<file path="src/sv/neighbour_sequence_table_assert.svh">
// Assertion macros shared by the neighbour sequence table modules.
`ifndef NEIGHBOUR_SEQUENCE_TABLE_ASSERT_SVH
`define NEIGHBOUR_SEQUENCE_TABLE_ASSERT_SVH

// Same-cycle implication, checked on every rising edge outside reset.
`define NST_ASSERT_NOW(label, ante, cons, msg) \
    label: assert property (@(posedge clk) disable iff (!rst_n) (ante) |-> (cons)) \
        else $error(msg);

// Next-cycle implication, checked on every rising edge outside reset.
`define NST_ASSERT_NEXT(label, ante, cons, msg) \
    label: assert property (@(posedge clk) disable iff (!rst_n) (ante) |=> (cons)) \
        else $error(msg);

`endif

</file>
<file path="src/sv/nst_pkg.sv">
// Shared types and constants of the neighbour sequence table.
package nst_pkg;

    localparam int MAX_NEIGHBOURS_DEF = 16;
    localparam int MAX_FRAME_BYTES    = 127;

    localparam logic [6:0]  PAYLOAD_BYTES = 7'd6;
    localparam logic [15:0] KEY_RESET     = 16'haa;

    localparam logic [1:0] ST_REJECTED = 2'd0;
    localparam logic [1:0] ST_INSERTED = 2'd1;
    localparam logic [1:0] ST_UPDATED  = 2'd2;
    localparam logic [1:0] ST_FULL     = 2'd3;

    typedef struct packed {
        logic [6:0]  frame_length;
        logic [15:0] beacon_key;
        logic [15:0] sender_id;
        logic [15:0] sequence_req;
    } beacon_t;

    typedef struct packed {
        logic [1:0]  status;
        logic [15:0] previous_sequence;
        logic        gap_seen;
        logic [15:0] missed_beacons;
    } result_t;

    typedef struct packed {
        logic        start;
        logic [15:0] sender;
        logic [15:0] seq_num;
    } table_req_t;

    typedef struct packed {
        logic    done;
        result_t res;
    } table_rsp_t;

endpackage

</file>
<file path="src/sv/nst_table.sv">
// Neighbour table memory with its sequential lookup and update engine.
module nst_table #(
    parameter int MAX_NEIGHBOURS = nst_pkg::MAX_NEIGHBOURS_DEF
) (
    input  logic               clk,
    input  logic               rst_n,
    input  nst_pkg::table_req_t req,
    output nst_pkg::table_rsp_t rsp
);

    localparam int IDX_W = (MAX_NEIGHBOURS > 1) ? $clog2(MAX_NEIGHBOURS) : 1;
    localparam int CNT_W = $clog2(MAX_NEIGHBOURS + 1);
    localparam logic [CNT_W-1:0] FILL_MAX = CNT_W'(MAX_NEIGHBOURS);

    typedef struct packed {
        logic [15:0] sender;
        logic [15:0] seq_num;
    } entry_t;

    typedef enum logic {
        IDLE,
        SCAN
    } state_t;

    state_t state_reg, state_next;
    logic [CNT_W-1:0] fill_reg, fill_next;
    logic [CNT_W-1:0] idx_reg, idx_next;
    logic [IDX_W-1:0] chk_idx_reg, chk_idx_next;
    logic [15:0] id_reg, seq_reg;

    entry_t mem [MAX_NEIGHBOURS];
    entry_t rd_data_reg;

    logic             rd_en, wr_en;
    logic [IDX_W-1:0] rd_addr, wr_addr;
    entry_t           wr_data;

    logic        match;
    logic [16:0] prev_plus_one;
    logic        gap;

    // Entries fill contiguously from index 0, so an entry is valid exactly
    // when its index lies below the fill count.
    assign match         = (rd_data_reg.sender == id_reg);
    assign prev_plus_one = {1'b0, rd_data_reg.seq_num} + 17'd1;
    assign gap           = ({1'b0, seq_reg} > prev_plus_one);

    always_comb
    begin
        state_next   = state_reg;
        fill_next    = fill_reg;
        idx_next     = idx_reg;
        chk_idx_next = chk_idx_reg;
        rd_en        = 1'b0;
        rd_addr      = '0;
        wr_en        = 1'b0;
        wr_addr      = fill_reg[IDX_W-1:0];
        wr_data      = '{sender: id_reg, seq_num: seq_reg};
        rsp          = '0;

        unique case (state_reg)
            IDLE:
            begin
                if (req.start)
                begin
                    if (fill_reg == '0)
                    begin
                        wr_en              = 1'b1;
                        wr_addr            = '0;
                        wr_data            = '{sender: req.sender, seq_num: req.seq_num};
                        fill_next          = CNT_W'(1);
                        rsp.done           = 1'b1;
                        rsp.res.status     = nst_pkg::ST_INSERTED;
                    end
                    else
                    begin
                        rd_en        = 1'b1;
                        rd_addr      = '0;
                        chk_idx_next = '0;
                        idx_next     = CNT_W'(1);
                        state_next   = SCAN;
                    end
                end
            end
            SCAN:
            begin
                if (match)
                begin
                    wr_en                     = 1'b1;
                    wr_addr                   = chk_idx_reg;
                    wr_data                   = '{sender: rd_data_reg.sender,
                                                  seq_num: seq_reg};
                    rsp.done                  = 1'b1;
                    rsp.res.status            = nst_pkg::ST_UPDATED;
                    rsp.res.previous_sequence = rd_data_reg.seq_num;
                    rsp.res.gap_seen          = gap;
                    rsp.res.missed_beacons    = gap ? (seq_reg - prev_plus_one[15:0]) : '0;
                    state_next                = IDLE;
                end
                else if (idx_reg < fill_reg)
                begin
                    rd_en        = 1'b1;
                    rd_addr      = idx_reg[IDX_W-1:0];
                    chk_idx_next = idx_reg[IDX_W-1:0];
                    idx_next     = idx_reg + CNT_W'(1);
                end
                else
                begin
                    rsp.done   = 1'b1;
                    state_next = IDLE;
                    if (fill_reg < FILL_MAX)
                    begin
                        wr_en          = 1'b1;
                        fill_next      = fill_reg + CNT_W'(1);
                        rsp.res.status = nst_pkg::ST_INSERTED;
                    end
                    else
                    begin
                        rsp.res.status = nst_pkg::ST_FULL;
                    end
                end
            end
            default:
            begin
                state_next = IDLE;
            end
        endcase
    end

    always_ff @(posedge clk or negedge rst_n)
    begin
        if (!rst_n)
        begin
            state_reg   <= IDLE;
            fill_reg    <= '0;
            idx_reg     <= '0;
            chk_idx_reg <= '0;
        end
        else
        begin
            state_reg   <= state_next;
            fill_reg    <= fill_next;
            idx_reg     <= idx_next;
            chk_idx_reg <= chk_idx_next;
        end
    end

    // The beacon under lookup is held here for the whole scan.
    always_ff @(posedge clk)
    begin
        if (state_reg == IDLE && req.start)
        begin
            id_reg  <= req.sender;
            seq_reg <= req.seq_num;
        end
    end

    always_ff @(posedge clk)
    begin
        if (wr_en)
        begin
            mem[wr_addr] <= wr_data;
        end
        if (rd_en)
        begin
            rd_data_reg <= mem[rd_addr];
        end
    end

`include "neighbour_sequence_table_assert.svh"

    `NST_ASSERT_NOW(fill_in_range, 1'b1, fill_reg <= FILL_MAX, "fill count beyond table depth")
    `NST_ASSERT_NOW(scan_below_fill, state_reg == SCAN, idx_reg <= fill_reg && fill_reg != '0,
                    "scan index past fill count")
    `NST_ASSERT_NOW(write_not_read, wr_en, !rd_en, "table read and write in one cycle")
    `NST_ASSERT_NEXT(full_keeps_fill, rsp.done && rsp.res.status == nst_pkg::ST_FULL,
                     fill_reg == FILL_MAX, "table full reported while not full")

endmodule

</file>
<file path="src/sv/neighbour_sequence_table.sv">
// Top level of the beacon neighbour sequence table.
// A rejected beacon, or a new neighbour into an empty table, needs no table scan;
// otherwise the scan reads one table entry from the memory per cycle. Each result
// passes through the pending register and then the output register. One beacon at
// a time: beacon_stall holds further beacons off until the result reaches the output.
// Reset: asynchronous and active low; empties the table and sets the key to 0xaa.
module neighbour_sequence_table #(
    parameter int MAX_NEIGHBOURS = nst_pkg::MAX_NEIGHBOURS_DEF
) (
    input  logic             clk,
    input  logic             rst_n,
    input  logic             cfg_we,
    input  logic [15:0]      cfg_wdata,
    input  logic             beacon_valid,
    output logic             beacon_stall,
    input  nst_pkg::beacon_t beacon,
    output logic             result_valid,
    input  logic             result_stall,
    output nst_pkg::result_t result
);

    // The user must write the key register only while the block is idle; the block does not enforce it.
    logic [15:0] key_reg;

    // Busy covers a transaction from acceptance until its result has moved
    // into the output register, so only one beacon is ever in the table
    // engine and no memory accesses of two beacons can overlap.
    logic busy_reg;

    // Pending result: taken either straight from the acceptance check when
    // the beacon is rejected, or from the table engine when it finishes.
    nst_pkg::result_t pend_reg;
    logic             pend_valid_reg;

    nst_pkg::result_t result_reg;
    logic             result_valid_reg;

    logic                accept;
    logic                beacon_ok;
    logic                out_free;
    nst_pkg::table_req_t req;
    nst_pkg::table_rsp_t rsp;

    assign beacon_stall = busy_reg;
    assign accept       = beacon_valid && !busy_reg;

    // A beacon is kept only when its frame carries exactly the payload and
    // its key matches the configured one.
    assign beacon_ok = (beacon.frame_length == nst_pkg::PAYLOAD_BYTES) &&
                       (beacon.beacon_key == key_reg);

    assign req.start   = accept && beacon_ok;
    assign req.sender  = beacon.sender_id;
    assign req.seq_num = beacon.sequence_req;

    // The output register is free when empty or being taken this cycle.
    assign out_free = !result_valid_reg || !result_stall;

    nst_table #(
        .MAX_NEIGHBOURS(MAX_NEIGHBOURS)
    ) u_table (
        .clk  (clk),
        .rst_n(rst_n),
        .req  (req),
        .rsp  (rsp)
    );

    always_ff @(posedge clk or negedge rst_n)
    begin
        if (!rst_n)
        begin
            key_reg          <= nst_pkg::KEY_RESET;
            busy_reg         <= 1'b0;
            pend_valid_reg   <= 1'b0;
            result_valid_reg <= 1'b0;
        end
        else
        begin
            if (cfg_we)
            begin
                key_reg <= cfg_wdata;
            end

            if (accept)
            begin
                busy_reg <= 1'b1;
            end

            if (accept && !beacon_ok)
            begin
                pend_valid_reg <= 1'b1;
            end
            else if (rsp.done)
            begin
                pend_valid_reg <= 1'b1;
            end
            else if (pend_valid_reg && out_free)
            begin
                pend_valid_reg <= 1'b0;
                busy_reg       <= 1'b0;
            end

            if (pend_valid_reg && out_free)
            begin
                result_valid_reg <= 1'b1;
            end
            else if (!result_stall)
            begin
                result_valid_reg <= 1'b0;
            end
        end
    end

    // Payload registers carry no reset; their valid flags guard them.
    always_ff @(posedge clk)
    begin
        if (accept && !beacon_ok)
        begin
            pend_reg <= '{status: nst_pkg::ST_REJECTED, previous_sequence: 16'd0,
                          gap_seen: 1'b0, missed_beacons: 16'd0};
        end
        else if (rsp.done)
        begin
            pend_reg <= rsp.res;
        end

        if (pend_valid_reg && out_free)
        begin
            result_reg <= pend_reg;
        end
    end

    assign result_valid = result_valid_reg;
    assign result       = result_reg;

`include "neighbour_sequence_table_assert.svh"

    `NST_ASSERT_NOW(done_while_busy, rsp.done, (busy_reg || accept) && !pend_valid_reg,
                    "table finished without a transaction in flight")
    `NST_ASSERT_NOW(pending_is_busy, pend_valid_reg, busy_reg,
                    "pending result outside a transaction")
    `NST_ASSERT_NEXT(accept_sets_busy, accept, busy_reg && !beacon_stall == 1'b0,
                     "beacon accepted without blocking the next one")

endmodule
</file>
<file path="config.mk">
export PLATFORM = sky130hd
export DESIGN_NAME = neighbour_sequence_table
export DESIGN_NICKNAME = d
export VERILOG_FILES = /design/src/sv/nst_pkg.sv /design/src/sv/nst_table.sv /design/src/sv/neighbour_sequence_table.sv
export VERILOG_INCLUDE_DIRS = /design/src /design/src/sv
export SDC_FILE = /design/constraint.sdc
export NUM_CORES = 1
export LEC_CHECK = 0
export ABC_AREA = 1
export BUFFER_PORTS_ARGS = -buffer_cell sky130_fd_sc_hd__buf_2
export CORE_ASPECT_RATIO = 0.75
export CORE_UTILIZATION = 50
export CTS_BUF_LIST = sky130_fd_sc_hd__clkbuf_2
export DETAILED_ROUTE_END_ITERATION = 10
export GPL_ROUTABILITY_DRIVEN = 1
export GPL_TIMING_DRIVEN = 0
export MAX_ROUTING_LAYER = met4
export PLACE_DENSITY = 0.63
export SYNTH_ARGS = -nofsm -noshare
export SYNTH_HDL_FRONTEND = slang
export SYNTH_HIERARCHICAL = 1
export SYNTH_SLANG_ARGS = --single-unit
</file>
<file path="constraint.sdc">
create_clock -name clk -period 7.5 [get_ports clk]
set_input_delay 1.125 -clock clk [delete_from_list [all_inputs] [get_ports clk]]
set_output_delay 1.125 -clock clk [all_outputs]
set_load 0.02 [all_outputs]
</file>
After elaboration in Yosys (flattened, before gate mapping)

Memory sizes are Yosys's and may differ from the RTL's. A register that Yosys moved wholly into a read port is not among the register bits.
Index checks and enable logic that the tools add are counted.

Add/sub/neg operators: 4
Order comparisons: 3
Equal/unequal tests: 11
Mux-type cells: 58
Bitwise gates (word level): 1
Reduce and logical (&&, ||, !) cells: 15

Operators by type and width:

| operator                                               | count |
|---|---|
| two-way mux 32 bit                                     | 3 |
| two-way mux 33 bit                                     | 2 |
| one-hot mux 32 bit (2 select lines)                    | 1 |
| two-way mux 5 bit                                      | 9 |
| two-way mux 4 bit                                      | 9 |
| == test 16 bit                                         | 2 |
| one-hot mux 4 bit (2 select lines)                     | 3 |
| two-way mux 1 bit                                      | 20 |
| one-hot mux 5 bit (2 select lines)                     | 2 |
| adder 16 x 1 -> 17 bit (second input constant)         | 1 |
| > comparator 16 x 17 -> 1 bit                          | 1 |
| two-way mux 16 bit                                     | 1 |
| subtractor 16 bit                                      | 1 |
| two-way mux 3 bit                                      | 4 |
| adder 5 x 1 -> 5 bit (second input constant)           | 2 |
| inequality test 2 bit (second input constant)          | 5 |
| == test 7 x 3 -> 1 bit (second input constant)         | 1 |
| logical AND 1 bit                                      | 6 |
| inequality test 2 x 1 -> 1 bit (second input constant) | 3 |
| one-hot mux 3 bit (2 select lines)                     | 1 |
| zero test 5 bit                                        | 1 |
| less-than comparator 5 bit                             | 1 |
| less-than comparator 5 bit (second input constant)     | 1 |
| AND reduction 5 bit                                    | 1 |
| other kinds (7)                                        | 11 |

Flip-flop bits (word level): 136
Bits in writable memories: 512
Bits of input ports: 76
Output and inout bits: 37
Memories: 1

Memories:

| memory      | words | bits a word | rd ports | clocked after memory_dff | write ports | RTL line        | RTL |
|---|---|---|---|---|---|---|---|
| u_table.mem | 16    | 32          | 1        | 1                        | 1           | nst_table.sv:31 | `entry_t mem [MAX_NEIGHBOURS];` |

Logic depth before layout (Yosys ltp)

Word-level depth: 7
Gate-level depth with buffers: 22

Cells and area by module

Netlist, hierarchy kept.

By module, submodules not included:

| module                   | instances | cells an instance | area each (µm²) | sequential area each (µm²) |
|---|---|---|---|---|
| nst_table                | 1         | 2759              | 27796.7         | 17671.9 |
| neighbour_sequence_table | 1         | 291               | 3567.2          | 2232.1 |

Worst setup path after synthesis

No wires, ideal clock.

Path type: in2reg
From: input port beacon[54] in the netlist's numbering
To: memory u_table/mem[4][0] in the netlist's numbering, enable pin
Arrival time: 5.656 ns
Data required time: 7.079 ns
Path slack: 1.423 ns
Stages: 14
Buffers on the path: 2
Path through: nand3b_1 nor2_2 nand2_2 nor2_4 nand3_4 buf_6 nor2_2 inv_1 nor2_1 nand2_1 clkbuf_1 o211ai_2 nand2_1 nor2_1

RTL lines:

| what               | RTL line                       | RTL |
|---|---|---|
| start: declaration | neighbour_sequence_table.sv:16 | `input nst_pkg::beacon_t beacon,` |
| end: declaration   | nst_table.sv:31                |  |

==> key figures <==
Outcome
  – Status: finished, final reports clean

STA
  – Slew margin rel.: 12.5%
  – Fin. Hold Viols: 0
  – Worst Skew: 0.105 ns
  – Pins over their slew limit: 0
  – Min Tclk post-route: 4.97 ns
  – Fin Hold WS: 0.304 ns
  – Tcrit/Tclk final: 66.3%
  – Final setup viols: 0
  – RSZ-0062 raised after global routing: no
  – Setup TNS: 0 ns
  – Slew @ Worst Pin: 1.31 ns
  – Highest clock rate: 201 MHz

Global routing
  – Vias in the first global route: 23500
  – Initial antenna violation count: 2
  – Routing usage on met3: 6.35%
  – Met1 usage: 42.1%
  – GR peak layer: met2
  – GRT Util Overall: 31.3%
  – First-pass GRT wire length: 142000 um
  – Met2 Use GR: 45.7%
  – GR Overflow Total: 0
  – Largest net degree at the start of global routing: 38

Critical path
  – R2r endpoint: u_table/mem[5][6]$_DFFE_PP_
  – Setup CP Type: flop to flop
  – CP Launch Type: flop
  – R2R depth: 17
  – Worst Setup End Kind: flop
  – Worst path arrival time: 5.95 ns
  – Critical Path End: u_table/mem[5][6]$_DFFE_PP_
  – WP data required: 8.48 ns
  – R2r setup slk: 2.53 ns
  – Critical-path maximum fanout: 19
  – Crit path launch: key_reg[5]$_DFFE_PN1P_
  – RR Startpoint: key_reg[5]$_DFFE_PN1P_

Die
  – Die ar.: 63700 um2
  – Initial core utilization: 50.6%
  – I/O Pins: 113
  – Die H: 219 um
  – CORE AREA: 62000 um2
  – Rows: 79
  – Die width: 291 um

Yosys
  – Cell variety after synth: 45
  – Cell count after synthesis: 3050
  – Multiplexer share of the synthesized area: 1.87%
  – Register area share after synthesis: 63.5%
  – Post-Syn Area per Cell: 10.3 um2
  – Top_reg_cell synth: edfxtp_1
  – Yosys warns: 6
  – Simple-Gate Fraction of Synth Area: 21.0%
  – Xor/xnor cell area share of the yosys netlist: 0.866%
  – Synth Area in Compound Gates: 2.59%
  – Ys async rst share: 5.00%
  – Synth Register Bits: 680
  – Largest family of logic cells by synthesized area: simple AND/OR/NAND/NOR gates
  – EDFF count, synth: 611
  – Mapped Nets: 3151
  – Post-Syn Area: 31400 um2
  – Adder-Cell Fraction of Synth Area: 1.02%

Route
  – DR iter-0 viols: 3248
  – Router iterations before antenna repair: 5
  – Post-DRT Antenna Nets: 0
  – Drt wl/cell: 22.1 um
  – Via count: 24200
  – Vias/cell: 5.60
  – Residual DRC count: 0
  – Final wirelength: 95700 um

Clocking
  – CTS Root Cell: clkbuf_2
  – Clock Latency Late Sink: 1.36 ns
  – CTS Buffer Depth: 3
  – # resized after CTS: 0
  – CTS sink cnt: 680
  – H-Tree Depth: 4
  – CTS tree: done
  – Cts bufs inserted: 163
  – Worst-path clk slew: 0.10 ns

Cells and area
  – Final nets: 3508
  – Fin area: 35500 um2
  – Most common cell after layout, fill and taps aside: edfxtp_1
  – Number of flip-flops under the largest register name: 512
  – Layout area overhead: 13.1%
  – Area occupied by multi-input gates: 8690 um2
  – Most frequent cells in the layout: edfxtp_1 (611), nand2_1 (502), inv_1 (492)
  – Register Area: 19900 um2
  – Filler cells: 5450
  – Share of cells above drive strength 1: 17.1%

Worst hold path
  – Hold Path Class: input port to flop

Power and ir drop
  – Pleak: 0.0150 uW
  – Worst ir drop on vdd: 0.126 mV
  – Pwr per Cell Area: 190 nW/um2

Placement
  – DP Area: 33600 um2
  – DPL Wire Length: 66300 um
  – Buffers on Ports: 111
  – Gpl congestion: 0.953

Flow run
  – # Max-Cap Violations: 0
-- worst min-delay path by stage --
stage	from	endpoint	slack, ns	cells past startpoint
final	cfg_we	key_reg[10]$_DFFE_PN0P_	0.30	2
after global routing	cfg_we	key_reg[10]$_DFFE_PN0P_	0.26	2
after CTS	cfg_we	key_reg[9]$_DFFE_PN0P_	0.12	2
after detailed placement	pend_reg[5]$_SDFFE_PP0P_	result[5]$_DFFE_PP_	0.42	0
after global placement	pend_reg[24]$_SDFFE_PP0P_	result[24]$_DFFE_PP_	0.42	0
after floorplan	pend_reg[0]$_SDFFE_PP0P_	result[0]$_DFFE_PP_	0.41	0
-- power by group --
part	total (uW)	switching, uW	internal, uW
Clock	2370	1480	895
Combinational	246	164	82.3
Sequential	4140	16.0	4120
-- timing repair --
| action | CTS | global route |
|---|---|---|
| hold buffers | 51 | 0 |
| endpoints found under the hold margin | 80 | 0 |
| endpoints found under the setup margin | 0 | 0 |
| setup buffers | 0 | 0 |
-- per-stage QoR --
step / util, % / std cells / power [uW] / setup slack (ns)
5_1_grt: 57.2 / 4327 / 7010 / 2.31
2_1_floorplan: - / 3050 / 4350 / 1.42
4_1_cts: 57.2 / 4325 / 6820 / 2.57
3_5_place_dp: 54.1 / 4001 / 4450 / 1.84
3_3_place_gp: 53.1 / 3971 / 4440 / -2.80
6_report: 57.2 / 4330 / 6750 / 2.53
-- worst max-delay path, cell delays in order, from the launching register on --
cell and delay, ns:
dfstp_2 0.54, inv_1 0.04, nand2_1 0.05, nand2_1 0.06
nor2_2 0.12, nand2_2 0.07, nor2_4 0.16, nand3_4 0.21
buf_6 0.23, nor2_2 0.25, inv_1 0.14, nor2_4 0.60
nand2_1 0.24, clkbuf_1 0.41, o211ai_2 0.23, nand2_1 0.29
nor2_4 0.68, buf_16 0.25
-- Yosys cell counts, types with 15 or more instances --
cell type / instances / share of area [%]
nand3_1: 347 / 5.5
nor2_1: 342 / 4.1
buf_6: 19 / 0.68
edfxtp_1: 611 / 58
inv_1: 492 / 5.9
o211ai_1: 15 / 0.36
dfxtp_1: 35 / 2.2
xor2_1: 18 / 0.50
mux2_2: 21 / 0.75
dfrtp_1: 30 / 2.4
clkbuf_1: 57 / 0.68
buf_2: 70 / 1.1
buf_4: 23 / 0.55
mux2i_1: 35 / 1.1
o21ai_0: 47 / 0.75
a21oi_1: 26 / 0.41
nand2_1: 502 / 6.0
ha_1: 24 / 0.96
nand4_1: 229 / 4.6
a21oi_2: 29 / 0.81
-- metal layers --
metal  routed length (um)  part of all wire, %  up-vias
met2                41700                   44     1313
met5                    0                    0        -
met1                40700                   43    11600
li1                     -                    -    11100
met4                 3510                  3.7        0
met3                 9800                   10      217
-- area by class of cell --
type	instances	area share, %
flip-flops and latches	680	56.1
multi-input cells	1689	24.5
inverters	502	5.31
repair buffers	192	4.41
clock buffers	234	3.30
well taps	810	2.86
plain buffers	179	2.85
clock inverters	39	0.607
diodes	5	0.0353
-- logic make-up (layout without fill, tap and decap cells) --
kind of cell	Yosys count	after routing
adders and majority gates	25	25
buffers and inverters	681	1146
other	0	5
muxes	56	56
AOI/OAI and AO/OA	127	127
and+or+nand+nor	1450	1450
xor gates and xnor gates	31	31
DFF	680	680
Note: power is estimated with default switching activity, not from simulation.
